$ cat config.mk
export PLATFORM = sky130hd
export DESIGN_NAME = smf_cfg
export DESIGN_NICKNAME = d
export VERILOG_FILES = /design/src/design/smf_pkg.sv /design/src/design/smf_cfg.sv
export SDC_FILE = /design/constraint.sdc
export NUM_CORES = 1
export LEC_CHECK = 0
export ABC_AREA = 1
export BUFFER_PORTS_ARGS = -buffer_cell sky130_fd_sc_hd__buf_4
export CAP_MARGIN = 20
export CORE_MARGIN = 2
export CORE_UTILIZATION = 38
export DETAILED_ROUTE_END_ITERATION = 8
export HOLD_SLACK_MARGIN = 0.06
export PLACE_DENSITY = 0.55
export SLEW_MARGIN = 20
export SYNTH_ARGS = -nofsm -noshare
export SYNTH_HDL_FRONTEND = slang
export SYNTH_SLANG_ARGS = --single-unit
$ cat constraint.sdc
create_clock -name aclk -period 19.66 [get_ports aclk]
set_clock_uncertainty 0.2 [all_clocks]
set_input_delay 3.932 -clock aclk [delete_from_list [all_inputs] [get_ports aclk]]
set_output_delay 3.932 -clock aclk [all_outputs]
set_load 0.005 [all_outputs]
$ cat src/design/smf_pkg.sv
// Shared constants and types of the separable max filter.
// Used by every module of the block but smf_ram; depends on nothing.
package smf_pkg;

    localparam int MAX_WIDTH   = 512;
    localparam int MAX_HEIGHT  = 512;
    localparam int MAX_RADIUS  = 32;
    localparam int SAMPLE_BITS = 16;

    localparam int RING_ROWS  = 2 * MAX_RADIUS + 2;
    localparam int X_BITS     = $clog2(MAX_WIDTH);
    localparam int SLOT_BITS  = $clog2(RING_ROWS);
    localparam int RAD_BITS   = $clog2(MAX_RADIUS + 1);
    localparam int DIM_BITS   = 10;
    localparam int CFG_BITS   = 10;
    localparam int CNT_BITS   = $clog2(MAX_WIDTH * MAX_HEIGHT + 1);
    localparam int RING_DEPTH = RING_ROWS * MAX_WIDTH;
    localparam int ADDR_BITS  = SLOT_BITS + X_BITS;

    localparam logic [1:0] CFG_FRAME_WIDTH  = 2'd0;
    localparam logic [1:0] CFG_FRAME_HEIGHT = 2'd1;
    localparam logic [1:0] CFG_RADIUS       = 2'd2;

    localparam logic FUNC_PIXEL = 1'b0;
    localparam logic FUNC_DRAIN = 1'b1;

    typedef struct packed {
        logic [DIM_BITS-1:0] w;
        logic [DIM_BITS-1:0] h;
        logic [RAD_BITS-1:0] r;
        logic [CNT_BITS-1:0] delay;
        logic [CNT_BITS-1:0] total;
    } frame_cfg_t;

    typedef struct packed {
        logic                busy;
        logic [CNT_BITS-1:0] pixels_in;
        logic [CNT_BITS-1:0] pixels_out;
    } eng_stat_t;

endpackage

$ cat src/design/smf_cfg.sv
// Configuration registers with clamping and derived frame constants.
// Depends on smf_pkg.
module smf_cfg (
    input  logic                         aclk,
    input  logic                         aresetn,
    input  logic                         cfg_we,
    input  logic [1:0]                   cfg_addr,
    input  logic [smf_pkg::CFG_BITS-1:0] cfg_wdata,
    output smf_pkg::frame_cfg_t          fcfg,
    output logic                         clear
);

    localparam int DB = smf_pkg::DIM_BITS;
    localparam int RB = smf_pkg::RAD_BITS;
    localparam int CB = smf_pkg::CNT_BITS;

    logic [DB-1:0] w_reg, h_reg;
    logic [RB-1:0] r_reg;
    logic [DB-1:0] wv, hv, rx, ry, re;
    logic [RB-1:0] rv;

    always_comb begin
        wv = cfg_wdata[DB-1:0];
        hv = cfg_wdata[DB-1:0];
        rv = cfg_wdata[RB-1:0];
        re = DB'(r_reg);
        rx = (re < w_reg - 1'b1) ? re : w_reg - 1'b1;
        ry = (re < h_reg - 1'b1) ? re : h_reg - 1'b1;
    end

    always_ff @(posedge aclk) begin
        if (!aresetn) begin
            w_reg     <= DB'(smf_pkg::MAX_WIDTH);
            h_reg     <= DB'(smf_pkg::MAX_HEIGHT);
            r_reg     <= RB'(1);
        end else begin
            if (cfg_we) begin
                case (cfg_addr)
                    smf_pkg::CFG_FRAME_WIDTH: begin
                        if (wv == '0) w_reg <= DB'(1);
                        else if (wv > DB'(smf_pkg::MAX_WIDTH)) w_reg <= DB'(smf_pkg::MAX_WIDTH);
                        else w_reg <= wv;
                    end
                    smf_pkg::CFG_FRAME_HEIGHT: begin
                        if (hv == '0) h_reg <= DB'(1);
                        else if (hv > DB'(smf_pkg::MAX_HEIGHT)) h_reg <= DB'(smf_pkg::MAX_HEIGHT);
                        else h_reg <= hv;
                    end
                    smf_pkg::CFG_RADIUS: begin
                        if (rv == '0) r_reg <= RB'(1);
                        else if (rv > RB'(smf_pkg::MAX_RADIUS)) r_reg <= RB'(smf_pkg::MAX_RADIUS);
                        else r_reg <= rv;
                    end
                    default: ;
                endcase
            end
        end
    end

    assign clear = cfg_we && (cfg_addr == smf_pkg::CFG_FRAME_WIDTH ||
                              cfg_addr == smf_pkg::CFG_FRAME_HEIGHT ||
                              cfg_addr == smf_pkg::CFG_RADIUS);

    assign fcfg.w     = w_reg;
    assign fcfg.h     = h_reg;
    assign fcfg.r     = r_reg;
    assign fcfg.delay = CB'(ry) * CB'(w_reg) + CB'(rx);
    assign fcfg.total = CB'(w_reg) * CB'(h_reg);

endmodule

==> summary.txt, run 1 <==
Status
  • Status: complete, no violations

STA
  • TNS Setup: 0 ps
  • Unrepaired setup endpoints after global routing: no
  • Final Critical Period: 11,020 ps
  • Final worst slack: 8640 ps
  • Max_slew headroom: 37.2%
  • Slew Viols, Final: 0
  • Peak Freq: 90.7 MHz
  • Slew @ Worst Pin: 941 ps
  • Fin. Hold Viols: 0
  • WHS: 413 ps
  • Final setup viols: 0
  • Final period utilization: 56.1%

Worst setup path
  • CP Launch Type: register
  • CP max stage delay: 720 ps
  • R2R Setup Slk: 17,900 ps
  • CP top delay family: adder cells
  • Crit path kind: reg -> out
  • Worst setup EP type: output port
  • Reg2Reg Depth: 2
  • Largest fanout on the critical path: 15
  • Critical R2R Capture: w_reg[5]
  • Buffers & Inverters on Critical Path: 6
  • CP Data Required Time: 15,530 ps
  • CP Launch Point: h_reg[0]
  • Critical Path Slowest Stage Cell: dfxtp_1
  • R2R Path Start: w_reg[5]
  • Most frequent CP cell: nand2_1
  • Critical path arrival: 6890 ps

Clock tree
  • Reg clk slew, reported paths: 60 ps
  • H-Tree Depth: 1
  • Clock Sinks: 26
  • TritonCTS clock tree: yes
  • Clk buf depth: 2
  • Worst skew pair latency: 260 ps
  • Setup Buffers After CTS: 0
  • CTS Hold Bufs: 0
  • Clk root buf: clkbuf_16
  • Number of buffers created by CTS: 3
  • Post_cts resized: 0

Global routing
  • Vias in the first global route: 7,447
  • Total gr overflow: 0
  • First-pass GRT wire length: 36,400 um
  • Largest net degree at the start of global routing: 22
  • Initial antenna violation count: 0
  • GRT Total Usage: 18.5%

Place
  • DP Area: 9560 um^2
  • Final Wtd Congestion: 0.847
  • Post-DP HPWL: 17,400 um
  • Placed cells: 1,509
  • Input/output buffers: 78
  • Placement Setup Slack: 8900 ps

Route
  • Via/cell ratio: 4.80
  • DRC Markers: 0
  • DR pass1 iterations: 5
  • Final WL: 20,900 um
  • DR vias: 7,256
  • Per-cell routed wire length: 13.8 um
  • Routed Antenna Nets: 0
  • Initial DRC count: 384

Synthesis
  • Yosys top cell area share: 31.0%
  • Primary FF master, synth: dfxtp_1
  • Post-synthesis sequential area ratio: 6.11%
  • Synth unique cells: 38
  • Seq cells post-synth: 26
  • Asr flop ratio synth: 0%
  • Post-synth EDFFs: 0
  • Yosys warning total: 0
  • Post-Syn Area: 8520 um^2
  • Avg Synthesized Cell Area: 7.53 um^2
  • Synth area leaders: fa_1 31%, ha_1 17%, inv_1 12%
  • Leading area contributor after synthesis: fa_1
  • Syn Inst Count: 1,131

Layout
  • Final instance area: 9670 um^2
  • Commonest non-fill, non-tap cell in the layout: inv_1
  • # diodes: 0
  • Layout Nets: 1,500
  • Fin util: 44.2%
  • Layout cells sized above 1: 9.25%
  • Synth-to-Final Area Change: 13.4%
  • Number of fill cells in the layout: 2,314
  • Most frequent cells in the layout: 269 x inv_1, 232 x nand2_1, 132 x fa_1
  • Non-Filler Instances: 1,513

Floorplan
  • Core Box Area: 21,900 um^2
  • Die X: 154 um
  • Full die area: 23,600 um^2
  • Placement row count: 54
  • IO Count: 80
  • Initial Util: 38.9%
  • Die H: 154 um

Run
  • Max-capacitance violation count: 0

Power
  • Maximum vdd drop: 0.0963 mV
  • PwrDens: 50.2 nW/um^2
  • LEAKAGE: 5.67 nW
  • Total chip power: 0.486 mW

Hold path
  • Hold Path Origin: r_reg[1]
  • Hold endpoint: r_reg[1]
  • Hold Crit Depth: 2
  • Hold Crit Class: reg -> reg
-- tightest hold or removal path: stages, from the launching register on --
cell and delay [ps]:
dfxtp_1 400, nand2_1 110, a21oi_1 60
-- metal layers --
layer | routed length (um) | global-route usage (%) | vias up | part of all wire [%]
li1 | - | - | 3631 | -
met1 | 9870 | 25.6 | 3451 | 47
met2 | 10100 | 32.8 | 155 | 48
met3 | 725 | 1.21 | 19 | 3.5
met4 | 172 | 2.10 | 0 | 0.82
met5 | 0 | 0 | - | 0
-- worst max-delay path by stage --
| stage | cells after the start | endpoint |
|---|---|---|
| 2_1_floorplan | 31 | fcfg[36] |
| 3_3_place_gp | 32 | fcfg[36] |
| 3_5_place_dp | 31 | fcfg[36] |
| 4_1_cts | 31 | fcfg[36] |
| 5_1_grt | 30 | fcfg[35] |
| 6_report | 32 | fcfg[36] |
-- logic make-up (layout without fill, tap and decap cells) --
group / Yosys count / after routing / synth area share, %
AO/OA/AOI/OAI: 107 / 107 / 6.93
XOR/XNOR: 38 / 38 / 3.91
flip-flops: 26 / 26 / 6.11
other: 2 / 43 / 0.0881
adder cells (fa/ha/maj): 251 / 251 / 48.5
AND/OR/NAND/NOR: 409 / 409 / 21.3
buffers and inverters: 298 / 359 / 13.2
-- report_power, final --
group | internal, mW | switching, mW
Clock | 0.0405 | 0.0178
Combinational | 0.163 | 0.200
Sequential | 0.0551 | 0.00947
-- synth_stat cells (3+ instances only) --
library cell,n
inv_1,269
clkbuf_1,27
xnor2_1,13
nand2_1,232
dfxtp_1,26
nor3_1,3
xor2_1,25
ha_1,119
a21o_1,4
nor2_1,72
o21ai_0,29
a21oi_1,54
nand3_1,56
a31oi_1,4
o211ai_1,3
fa_1,132
o21a_1,4
nand2_4,12
nand4_1,19
-- cell type report --
cell class | count | area [um^2] | area share [%]
clock buffer | 3 | 75.1 | 0.777
clock inverter | 1 | 30.0 | 0.311
inverter | 269 | 1010 | 10.4
multi-input combinational | 848 | 7030 | 72.8
sequential | 26 | 520 | 5.39
tap | 280 | 350 | 3.62
timing repair buffer | 86 | 646 | 6.68
Power figures use the tool's default switching activity.
==> inputs of run 2 (changes only) <==
--- a/config.mk
+++ b/config.mk
@@ -12,7 +12,7 @@
 export CORE_UTILIZATION = 38
 export DETAILED_ROUTE_END_ITERATION = 8
 export HOLD_SLACK_MARGIN = 0.06
-export PLACE_DENSITY = 0.55
+export PLACE_DENSITY = 0.57
 export SLEW_MARGIN = 20
 export SYNTH_ARGS = -nofsm -noshare
 export SYNTH_HDL_FRONTEND = slang
==> constraint.sdc (replaced) <==
create_clock -name aclk -period 10.1 [get_ports aclk]
set_clock_uncertainty 0.2 [all_clocks]
set_input_delay 2.02 -clock aclk [delete_from_list [all_inputs] [get_ports aclk]]
set_output_delay 2.02 -clock aclk [all_outputs]
set_load 0.005 [all_outputs]
==> summary.txt, run 2 (synthesis results as in run 1) <==
Status
  • Status: complete, no violations

Worst setup path
  • CP Launch Point: h_reg[0]
  • Critical path arrival: 6850 ps
  • Crit path kind: reg -> out
  • Worst setup EP type: output port
  • Critical Path Sink: fcfg[33]
  • CP max stage delay: 700 ps
  • CP Data Required Time: 7880 ps
  • Critical Path Slowest Stage Cell: dfxtp_1
  • CP Launch Type: register
  • Largest fanout on the critical path: 15
  • Reg2Reg Depth: 2
  • Critical R2R Capture: w_reg[5]
  • R2R Path Start: w_reg[5]
  • R2R Setup Slk: 8440 ps

Layout
  • Fin util: 44.3%
  • Number of fill cells in the layout: 2,267
  • Non-Filler Instances: 1,516
  • Most frequent cells in the layout: 269 x inv_1, 232 x nand2_1, 132 x fa_1
  • Synth-to-Final Area Change: 13.7%
  • Commonest non-fill, non-tap cell in the layout: inv_1
  • Layout cells sized above 1: 9.47%
  • # diodes: 0
  • Layout Nets: 1,503

Route
  • Per-cell routed wire length: 13.6 um
  • Via/cell ratio: 4.77
  • DR pass1 iterations: 5
  • Initial DRC count: 380
  • DR vias: 7,229
  • Met3 WL: 699 um
  • DRC Markers: 0
  • Routed Antenna Nets: 0
  • Final WL: 20,600 um
  • Top sig layer: met4
  • Met1 WL: 9650 um
  • Met2 wire length: 10,000 um

STA
  • WHS: 388 ps
  • Peak Freq: 110 MHz
  • Final period utilization: 89.8%
  • Unrepaired setup endpoints after global routing: no
  • Final Critical Period: 9070 ps
  • TNS Setup: 0 ps
  • Final worst slack: 1030 ps
  • Fin. Hold Viols: 0
  • Final setup viols: 0
  • Max_slew headroom: 39.8%
  • Slew Viols, Final: 0
  • Slew @ Worst Pin: 902 ps

Place
  • Placed cells: 1,512
  • Placement Setup Slack: 1360 ps
  • Final Wtd Congestion: 0.870
  • Post-DP HPWL: 17,100 um
  • Input/output buffers: 78

Power
  • PwrDens: 98.1 nW/um^2
  • Sw Ratio: 47.0%
  • Clock network power share: 12.1%
  • Flop pwr share: 13.0%
  • Psw: 0.447 mW
  • LEAKAGE: 5.69 nW
  • Combinational Power Share: 74.9%
  • Maximum vdd drop: 0.165 mV
  • Int Power: 0.503 mW

Clock tree
  • Setup Buffers After CTS: 0
  • Worst skew pair latency: 260 ps
  • Post_cts resized: 0
  • Clock Sinks: 26
  • Reg clk slew, reported paths: 70 ps
  • Number of buffers created by CTS: 3
  • CTS Hold Bufs: 0
  • H-Tree Depth: 1
  • TritonCTS clock tree: yes
  • Clk buf depth: 2
  • Clk root buf: clkbuf_16

Global routing
  • Initial antenna violation count: 0
  • Total gr overflow: 0
  • Vias in the first global route: 7,527
  • Largest net degree at the start of global routing: 22
  • GRT Total Usage: 18.3%
  • First-pass GRT wire length: 36,200 um

Floorplan
  • Full die area: 23,600 um^2
  • Initial Util: 38.9%
  • Die H: 154 um
  • IO Count: 80
  • Die X: 154 um
  • Core Box Area: 21,900 um^2
  • Placement row count: 54

Hold path
  • Hold Crit Depth: 2
  • Hold Crit Class: reg -> reg

Run
  • Max-capacitance violation count: 0
run 2: power groups by stage:
stage                     Clock (mW)  Sequential [mW]  Combinational [mW]
after global placement             0            0.125               0.707
after CTS                      0.116            0.123               0.714
after detailed placement           0            0.125               0.708
after floorplan                    0            0.115               0.473
final                          0.115            0.123               0.712
after global routing           0.122            0.124               0.814
run 2: metrics by stage:
step	instance area (um^2)	total power, mW
floorplan	8680	0.587
global placement	9580	0.832
detailed placement	9580	0.833
CTS	9690	0.953
global route	9690	1.06
finish	9690	0.951
run 2: metal layers:
layer | track usage, % | vias to the layer above
li1 | - | 3635
met1 | 25.1 | 3437
met2 | 32.7 | 141
met3 | 0.930 | 16
met4 | 2.27 | 0
met5 | 0 | -
run 2: how the worst min path moves through the flow:
stage	from	to	slack, ps
floorplan	r_reg[1]	r_reg[1]	320
global placement	r_reg[3]	r_reg[3]	380
detailed placement	r_reg[3]	r_reg[3]	380
CTS	r_reg[3]	r_reg[3]	390
global route	r_reg[1]	r_reg[1]	440
finish	r_reg[3]	r_reg[3]	390
run 2: area by class of cell:
cell class | count | area [um^2] | area share [%]
Multi-Input combinational cell | 848 | 7030 | 72.6
Inverter | 269 | 1010 | 10.4
Timing Repair Buffer | 89 | 668 | 6.90
Sequential cell | 26 | 520 | 5.37
Tap cell | 280 | 350 | 3.62
Clock buffer | 3 | 75.1 | 0.775
Clock inverter | 1 | 30.0 | 0.310
run 2: critical path, delay by kind of cell (launching register included):
family | cells | cell delay [ps]
compound gates | 4 | 660
xor+xnor | 2 | 340
fa+ha+maj | 8 | 3590
buf+inv | 6 | 480
flops | 1 | 700
simple gates | 8 | 800
==> inputs of run 3 (changes only) <==
--- a/config.mk
+++ b/config.mk
@@ -11,6 +11,7 @@
 export CORE_MARGIN = 2
 export CORE_UTILIZATION = 38
 export DETAILED_ROUTE_END_ITERATION = 8
+export GPL_TIMING_DRIVEN = 0
 export HOLD_SLACK_MARGIN = 0.06
 export PLACE_DENSITY = 0.57
 export SLEW_MARGIN = 20
==> summary.txt, run 3 (synthesis results as in run 1) <==
Status
  • Status: complete, no violations

Worst setup path
  • Critical Path Slowest Stage Cell: fa_1
  • Critical path arrival: 7180 ps
  • CP max stage delay: 540 ps
  • Buffers & Inverters on Critical Path: 7
  • CP Data Required Time: 7880 ps
  • CP Launch Point: h_reg[1]
  • CP top delay family: adder cells
  • Largest fanout on the critical path: 10
  • R2R Path Start: w_reg[4]
  • R2R Setup Slk: 8720 ps
  • WP depth: 33
  • Reg2Reg Depth: 3
  • CP Launch Type: register
  • Critical R2R Capture: w_reg[4]
  • Crit path kind: reg -> out
  • Worst setup EP type: output port
  • Critical Path Sink: fcfg[36]
  • Most frequent CP cell: nand2_1

Power
  • PwrDens: 98.3 nW/um^2
  • Total chip power: 0.955 mW
  • Maximum vdd drop: 0.167 mV
  • LEAKAGE: 5.67 nW

STA
  • Slew @ Worst Pin: 860 ps
  • Slew Viols, Final: 0
  • Fin. Hold Viols: 0
  • Peak Freq: 106 MHz
  • Max_slew headroom: 42.2%
  • Final Critical Period: 9400 ps
  • TNS Setup: 0 ps
  • Unrepaired setup endpoints after global routing: no
  • Final setup viols: 0
  • Final period utilization: 93.0%

Floorplan
  • Die X: 154 um
  • Placement row count: 54
  • Die H: 154 um
  • Initial Util: 38.9%
  • IO Count: 80
  • Core Box Area: 21,900 um^2
  • Full die area: 23,600 um^2

Layout
  • Area of the multi-input gates: 7030 um^2
  • Commonest non-fill, non-tap cell in the layout: inv_1
  • Number of fill cells in the layout: 2,304
  • Layout Nets: 1,521
  • Most frequent cells in the layout: 269 x inv_1, 232 x nand2_1, 132 x fa_1
  • Non-Filler Instances: 1,534
  • Layout cells sized above 1: 8.61%
  • Sequential cell area: 520 um^2
  • # diodes: 0
  • Synth-to-Final Area Change: 14.0%
  • Fin util: 44.4%

Clock tree
  • Clock Sinks: 26
  • Clk buf depth: 2
  • Setup Buffers After CTS: 0
  • Post_cts resized: 0
  • Reg clk slew, reported paths: 70 ps
  • Worst skew pair latency: 260 ps
  • H-Tree Depth: 1
  • TritonCTS clock tree: yes
  • Clk root buf: clkbuf_16
  • Number of buffers created by CTS: 3
  • CTS Hold Bufs: 0

Global routing
  • GRT Total Usage: 18.4%
  • Total gr overflow: 0
  • Vias in the first global route: 7,445
  • First-pass GRT wire length: 36,300 um
  • Largest net degree at the start of global routing: 16
  • Initial antenna violation count: 0

Route
  • DR vias: 7,268
  • Per-cell routed wire length: 13.4 um
  • Via/cell ratio: 4.74
  • Final WL: 20,500 um
  • Routed Antenna Nets: 0
  • Initial DRC count: 328
  • DRC Markers: 0
  • DR pass1 iterations: 4

Place
  • Input/output buffers: 78
  • Placed cells: 1,530
  • Final Wtd Congestion: 0.860
  • Post-DP HPWL: 17,600 um

Run
  • Max-capacitance violation count: 0

Hold path
  • Hold Crit Class: reg -> reg
run 3: worst register-to-register path: cells and delay by family, from the launching register on:
family	cells	cell delay (ps)
flops	1	340
compound gates	2	340
buf+inv	1	430
run 3: power by group:
part | leakage [nW] | internal (mW) | switching (mW)
logic | 5.41 | 0.317 | 0.406
registers | 0.212 | 0.107 | 0.00848
clock network | 0.0511 | 0.0789 | 0.0373
total | 5.67 | 0.503 | 0.451
run 3: worst min path at each step:
stage,start,end,depth (start not counted)
after CTS,h_reg[5],h_reg[5],2
after detailed placement,h_reg[5],h_reg[5],2
final,r_reg[2],r_reg[2],2
after floorplan,r_reg[1],r_reg[1],2
after global routing,h_reg[5],h_reg[5],2
after global placement,h_reg[5],h_reg[5],2
run 3: routing by layer:
metal / global-route usage, % / vias up / wire (um)
met5: 0 / - / 0
met4: 1.18 / 0 / 116
met3: 0.930 / 12 / 735
met2: 33.1 / 127 / 10200
met1: 25.5 / 3471 / 9440
li1: - / 3658 / -
run 3: area by class of cell:
class / instances / share of cell area [%]
clock inverter: 1 / 0.309
buffer: 29 / 1.15
multi-input combinational: 848 / 72.4
sequential: 26 / 5.36
clock buffer: 3 / 0.773
tap: 280 / 3.61
inverter: 269 / 10.4
timing repair buffer: 78 / 6.03
run 3: metrics by stage:
step | area [um^2] | hold WS, ps | setup slack (ps)
final | 9720 | 383 | 704
after floorplan | 8680 | 318 | 1900
after global placement | 9610 | 373 | 975
after CTS | 9720 | 380 | 631
after global routing | 9720 | 423 | 116
after detailed placement | 9610 | 369 | 966
